==> src/hdl/imh_pkg.sv <==
`timescale 1ns / 1ps
package imh_pkg;

	localparam int HEAP_DEPTH = 1024;
	localparam int KEY_BITS = 48;
	localparam int SLOT_BITS = $clog2(HEAP_DEPTH);
	localparam int SIZE_BITS = SLOT_BITS + 1;

	localparam logic [1:0] REQ_LOAD = 2'd0;
	localparam logic [1:0] REQ_BUILD = 2'd1;
	localparam logic [1:0] REQ_UPDATE = 2'd2;

	localparam logic [SIZE_BITS-1:0] SIZE_RESET = SIZE_BITS'(HEAP_DEPTH);

	// Controller commands to the datapath.
	typedef struct packed {
		logic start;     // latch the request and size
		logic rd_cur;    // read entry at cur slot
		logic lat_cur;   // capture cur entry as the moving item
		logic rd_par;    // read parent of cur
		logic rd_kids;   // read both children of cur
		logic move_par;  // write parent entry to cur, cur <= parent
		logic move_kid;  // write smaller child to cur, cur <= child
		logic put;       // write moving item at cur
		logic load_wr;   // write load entry
		logic upd_map;   // read element_to_slot of id
		logic set_slot;  // cur <= map read data
		logic build_nx;  // cur <= next build slot
		logic rd_root;   // read slot 0
		logic finish;    // capture result
	} imh_cmd_t;

	// Datapath status to the controller.
	typedef struct packed {
		logic id_ok;       // id below size
		logic has_par;     // cur above zero
		logic par_less;    // moving key below parent key
		logic has_kid;     // left child below size
		logic kid_less;    // smaller child key below moving key
		logic build_any;   // size above one
		logic build_last;  // current build slot is zero
	} imh_sts_t;

endpackage

==> src/hdl/imh_ctrl.sv <==
`timescale 1ns / 1ps
module imh_ctrl (
	input  logic              clk,
	input  logic              arst_n,
	input  logic              in_valid,
	output logic              in_ready,
	input  logic [1:0]        req_type,
	output logic              out_valid,
	input  logic              out_ready,
	input  imh_pkg::imh_sts_t sts,
	output imh_pkg::imh_cmd_t cmd
);

	typedef enum logic [12:0] {
		ST_IDLE  = 13'b0000000000001,
		ST_LOAD  = 13'b0000000000010,
		ST_MAP   = 13'b0000000000100,
		ST_SLOT  = 13'b0000000001000,
		ST_CUR   = 13'b0000000010000,
		ST_PAR   = 13'b0000000100000,
		ST_PCMP  = 13'b0000001000000,
		ST_KIDS  = 13'b0000010000000,
		ST_KCMP  = 13'b0000100000000,
		ST_ROOT  = 13'b0001000000000,
		ST_DONE  = 13'b0010000000000,
		ST_BNEXT = 13'b0100000000000,
		ST_DOWN  = 13'b1000000000000
	} state_t;

	state_t state_q, state_d;
	logic [1:0] req_q;
	logic up_q;   // update sift begins by checking the parent
	logic out_valid_q;

	assign in_ready = (state_q == ST_IDLE) && !out_valid_q;
	assign out_valid = out_valid_q;

	always_ff @(posedge clk or negedge arst_n) begin
		if (!arst_n) begin
			state_q <= ST_IDLE;
			req_q <= imh_pkg::REQ_LOAD;
			up_q <= 1'b0;
			out_valid_q <= 1'b0;
		end else begin
			state_q <= state_d;
			if (in_valid && in_ready) req_q <= req_type;
			if (state_q == ST_SLOT) up_q <= 1'b1;
			else if (state_q == ST_PCMP) up_q <= 1'b0;
			if (state_q == ST_DONE) out_valid_q <= 1'b1;
			else if (out_ready) out_valid_q <= 1'b0;
		end
	end

	// Next state and datapath commands.
	always_comb begin
		state_d = state_q;
		cmd = '0;
		unique case (state_q)
			ST_IDLE: begin
				if (in_valid && in_ready) begin
					cmd.start = 1'b1;
					state_d = ST_LOAD;
				end
			end
			ST_LOAD: begin
				if (req_q == imh_pkg::REQ_LOAD) begin
					cmd.load_wr = sts.id_ok;
					state_d = ST_DONE;
				end else if (req_q == imh_pkg::REQ_UPDATE) begin
					if (sts.id_ok) begin
						cmd.upd_map = 1'b1;
						state_d = ST_MAP;
					end else begin
						state_d = ST_ROOT;
					end
				end else if (req_q == imh_pkg::REQ_BUILD) begin
					if (sts.build_any) begin
						cmd.build_nx = 1'b1;
						state_d = ST_BNEXT;
					end else begin
						state_d = ST_ROOT;
					end
				end else begin
					state_d = ST_ROOT;
				end
			end
			ST_MAP: state_d = ST_SLOT;
			ST_SLOT: begin
				cmd.set_slot = 1'b1;
				state_d = ST_CUR;
			end
			ST_BNEXT: begin
				cmd.rd_cur = 1'b1;
				state_d = ST_PAR;
			end
			ST_CUR: begin
				cmd.rd_cur = 1'b1;
				state_d = ST_PAR;
			end
			ST_PAR: begin
				// Cur entry is on the read port; an update substitutes its new key.
				cmd.lat_cur = 1'b1;
				if (up_q) begin
					cmd.rd_par = 1'b1;
					state_d = ST_PCMP;
				end else begin
					cmd.rd_kids = 1'b1;
					state_d = ST_KCMP;
				end
			end
			ST_PCMP: begin
				if (sts.has_par && sts.par_less) begin
					cmd.move_par = 1'b1;
					state_d = ST_KIDS;
				end else if (up_q) begin
					// The first check found no smaller parent, so the update sifts down.
					cmd.rd_kids = 1'b1;
					state_d = ST_KCMP;
				end else begin
					cmd.put = 1'b1;
					state_d = ST_ROOT;
				end
			end
			ST_KIDS: begin
				// Sift up continues with the next parent, or places the item at the root.
				cmd.rd_par = 1'b1;
				state_d = ST_ROOT;
				if (sts.has_par) state_d = ST_PCMP;
				else begin
					cmd.put = 1'b1;
					cmd.rd_par = 1'b0;
				end
			end
			ST_DOWN: begin
				// Sift down continues with the children of the new slot.
				cmd.rd_kids = 1'b1;
				state_d = ST_KCMP;
			end
			ST_KCMP: begin
				if (sts.has_kid && sts.kid_less) begin
					cmd.move_kid = 1'b1;
					state_d = ST_DOWN;
				end else begin
					cmd.put = 1'b1;
					if (req_q == imh_pkg::REQ_BUILD && !sts.build_last) begin
						state_d = ST_BNEXT;
						cmd.build_nx = 1'b1;
					end else begin
						state_d = ST_ROOT;
					end
				end
			end
			ST_ROOT: begin
				cmd.rd_root = 1'b1;
				state_d = ST_DONE;
			end
			ST_DONE: begin
				cmd.finish = 1'b1;
				state_d = ST_IDLE;
			end
			default: state_d = ST_IDLE;
		endcase
	end

	a_onehot: assert property (@(posedge clk) disable iff (!arst_n) $onehot(state_q))
		else $error("state not one-hot");
	a_no_accept_busy: assert property (@(posedge clk) disable iff (!arst_n)
		(state_q != ST_IDLE) |-> !in_ready) else $error("ready while busy");
	a_done_valid: assert property (@(posedge clk) disable iff (!arst_n)
		(state_q == ST_DONE) |=> out_valid) else $error("result lost");
endmodule

==> config.mk <==
export PLATFORM = sky130hd
export DESIGN_NAME = imh_ctrl
export DESIGN_NICKNAME = d
export VERILOG_FILES = /design/src/hdl/imh_pkg.sv /design/src/hdl/imh_ctrl.sv
export SDC_FILE = /design/constraint.sdc
export NUM_CORES = 1
export LEC_CHECK = 0
export ABC_AREA = 0
export BUFFER_PORTS_ARGS = -buffer_cell sky130_fd_sc_hd__buf_4
export CAP_MARGIN = 10
export CORE_ASPECT_RATIO = 0.7
export CORE_MARGIN = 5
export CORE_UTILIZATION = 30
export CTS_CLUSTER_DIAMETER = 40
export DETAILED_ROUTE_END_ITERATION = 6
export PLACE_DENSITY = 0.53
export SLEW_MARGIN = 15
export SYNTH_ARGS = -nofsm -noshare
export SYNTH_HDL_FRONTEND = slang
export SYNTH_SLANG_ARGS = --single-unit
==> constraint.sdc <==
create_clock -name clk -period 4.5 [get_ports clk]
set_input_delay 1.35 -clock clk [delete_from_list [all_inputs] [get_ports clk]]
set_output_delay 1.35 -clock clk [all_outputs]
set_load 0.005 [all_outputs]
==> impl_results.md <==
- Critical path class: in -> out
- Antenna violations before repair: 0
- Port Buffers: 28
- Hold Buf Count CTS: 0
- Peak Freq: 261 MHz
- Net Sw Frac: 37.2%
- Vias in the first global route: 879
- Remaining antenna violation count: 0
- Total Die Area: between 4000 and 5000 um^2
- Max Cap Viol: 0
- Num CTS Buffers: 3
- GRT overflow: 0
- Total I/O pin count: 29
- Setup Viol. Count Final: 0
- Detailed-route wire length per cell: 13.6 um
- Die height: 60.0 um
- RSZ-0062 raised after global routing: false
- TritonCTS clock tree: yes
- Async S/R FF share, synth: 100%
- Most common cell on crit path: buf_4
- DP Wirelength: roughly 2000 um
- Crit-path cells: buf_4 -> a21o_1 -> o22a_1 -> or4_1 -> o21ai_0 -> buf_4
- Status: finished, final reports clean
- Setup Total Neg Slack: 0 ns
- GRT Util Overall: 11.2%
- Fin. max-slew vios: 0
- Detailed Route Iter0 Violations: 63
- Syn_area_per_cell: ~9.4 um^2
- Final wirelength: 2610 um
- CP Data Required Time: about 3.2 ns
- Cell leakage power: between 0.6 and 0.7 nW
- Final worst-path cycle share: 85.3%
- Power Density: 429 nW/um^2
- Yosys cell types: 41
- Final Critical Period: 3.84 ns
- Fin. Hold Viols: 0
- CP Depth: 6
- Vias: 967
- Bufs and invs on worst path: 2
- Worst-path clk slew: 0.06 ns
- Post-synth design cell area: roughly 1100 um^2
- Global-route wire length before repair: around 4200 um
- R2R depth: 4
- Worst slew margin relative to its limit: 64.3%
- CP endpoint kind: output port
- Clock Latency Late Sink: roughly 0.25 ns
- GPL Wtd Cong: between 0.8 and 0.9
- Flop pwr share: a little over 40%
- CP Max Fanout: 2
- Cells after synthesis: 114
- Internal Power: 0.367 mW
- DRC viols: 0
- Slowest cell delay on critical path: approximately 0.46 ns
- Largest buffer count on any clock path: 2
- Top_reg_cell synth: dfrtp_1
- Critical path launch point type: primary input
- Clock share of power: 19.3%
- CP max-delay cell: or4_1
- Share of layout cells above drive strength 1: 29.1%
- Min-delay worst type: reg -> reg
- Post-CTS repair timing setup buffer count: 0
- Die Width: 81.4 um
- First-pass DRT Iterations: 4
- Yosys reg bits: 17
- Worst Hold Depth: 1
- Initial Util: 30.6%
- Finished Core Util: 39.0%
- Drt via density: 5.06
- Kind of cell adding the most delay to the critical path: simple AND/OR/NAND/NOR gates
- CTS root buf: clkbuf_8
- Largest net degree at the start of global routing: 18
- Area delta synth->final: 27.1%
- Post-synth EDFFs: 0
- Num Clock Sinks: 17
- PostCTS Resize Cnt: 0
- Diode count: 0
- Final net count: 155
- Worst-Margin Slew: ~0.53 ns
- Logic pwr share: 40.1%
- Sw Pwr: 0.217 mW
- Post-Syn Nets: 127
- Clock Skew: 0.00733 ns
- Placement Rows: 18
- Area of the core: 3490 um^2
- Worst vdd ir: 0.000215 V
- WP data arrival: approximately 2.5 ns
- Register area share after synthesis: 39.9%
- Yosys Warn Count: 0
- H-tree depth: 1
[per-stage QoR]
stage	instances	hold WS, ns	power (mW)	worst slack, ns	area (um^2)
2_1_floorplan	114	0.517	0.404	1.00	1070
3_3_place_gp	187	0.509	0.472	0.663	1320
3_5_place_dp	187	0.525	0.474	0.680	1320
4_1_cts	191	0.538	0.590	0.666	1360
5_1_grt	191	0.574	0.632	0.637	1360
6_report	191	0.537	0.584	0.664	1360
[sequential cells by signal, indices dropped and copies added, names as in the netlist]
| signal | flops |
|---|---|
| up_q | 1 |
| state_q | 13 |
| req_q | 2 |
| out_valid | 1 |
[power by group through the flow]
stage / logic [mW] / registers [mW] / clock network, mW
after detailed placement: 0.235 / 0.239 / 0
after global placement: 0.234 / 0.239 / 0
final: 0.234 / 0.238 / 0.113
after floorplan: 0.189 / 0.215 / 0
after CTS: 0.237 / 0.237 / 0.117
after global routing: 0.262 / 0.245 / 0.125
[path summary, 6_finish.rpt]
path	start	endpoint	slack (ns)
hold / removal	out_valid$_DFFE_PN0P_	out_valid$_DFFE_PN0P_	0.54
max in group asynchronous	arst_n	state_q[0]$_DFFE_PN1P_	3.28
setup / recovery	sts[4]	cmd[6]	0.66
hold reg to reg	out_valid$_DFFE_PN0P_	out_valid$_DFFE_PN0P_	0.54
setup reg to reg	state_q[4]$_DFFE_PN0P_	req_q[1]$_DFFE_PN0P_	2.45
min in group asynchronous	arst_n	state_q[8]$_DFFE_PN0P_	0.95
[layer usage]
layer | share of wire (%) | up-vias | GRT usage, %
met4 | 0 | 0 | 1.45
met3 | 9.6 | 0 | 4.82
met1 | 51 | 446 | 17.1
li1 | - | 482 | -
met2 | 39 | 39 | 14.6
met5 | 0 | - | 0
[area by class of cell]
type / instances / area, um^2
tap: 50 / 62.6
multi-input combinational: 83 / 582
fill: 362 / 2130
timing repair buffer: 28 / 210
clock buffer: 4 / 45.0
inverter: 9 / 33.8
sequential: 17 / 427
[logic make-up (layout without fill, tap and decap cells)]
kind of cell	count (synthesis)	in the layout	synth area share, %
flops	17	17	39.9
compound gates	17	17	12.2
simple gates	60	60	36.8
mux	2	2	2.11
buf+inv	14	41	5.73
xor+xnor	4	4	3.28
[worst register-to-register path: stages (launching register included)]
cell	delay, ns
dfrtp_1	0.48
nor4_2	0.54
nand4_1	0.27
and2b_2	0.32
mux2_2	0.33
[cell usage after synthesis (3+ instances only)]
cell | count | area [um^2]
nand3_1 | 6 | 30.0
nand2_1 | 5 | 18.8
clkbuf_1 | 3 | 11.3
a21o_1 | 3 | 22.5
nand3b_1 | 3 | 22.5
dfrtp_1 | 16 | 400
nor4_1 | 6 | 37.5
nand2b_1 | 3 | 18.8
nor4b_1 | 4 | 35.0
xor2_1 | 3 | 26.3
nand4_1 | 5 | 31.3
nor2_1 | 6 | 22.5
inv_1 | 9 | 33.8
nor3_1 | 6 | 30.0
nor3b_1 | 3 | 22.5
[placed cells by master (no fill, tap or decap), types with 2 or more instances in the layout]
cell,instances
nand2b_1,3
o32a_1,2
buf_4,28
nand3_1,6
a21o_1,3
nor4_1,6
nor2b_1,2
nor3b_1,3
nand4_1,5
mux2_2,2
o21ai_1,2
nor2_1,6
nand2_1,5
o32ai_1,2
a2111oi_0,2
nand3b_1,3
clkbuf_8,3
dfrtp_1,16
nor4b_1,4
inv_1,9
and3_1,2
nor3_1,6
xor2_1,3
No activity file was read; power rests on OpenSTA's default activity.
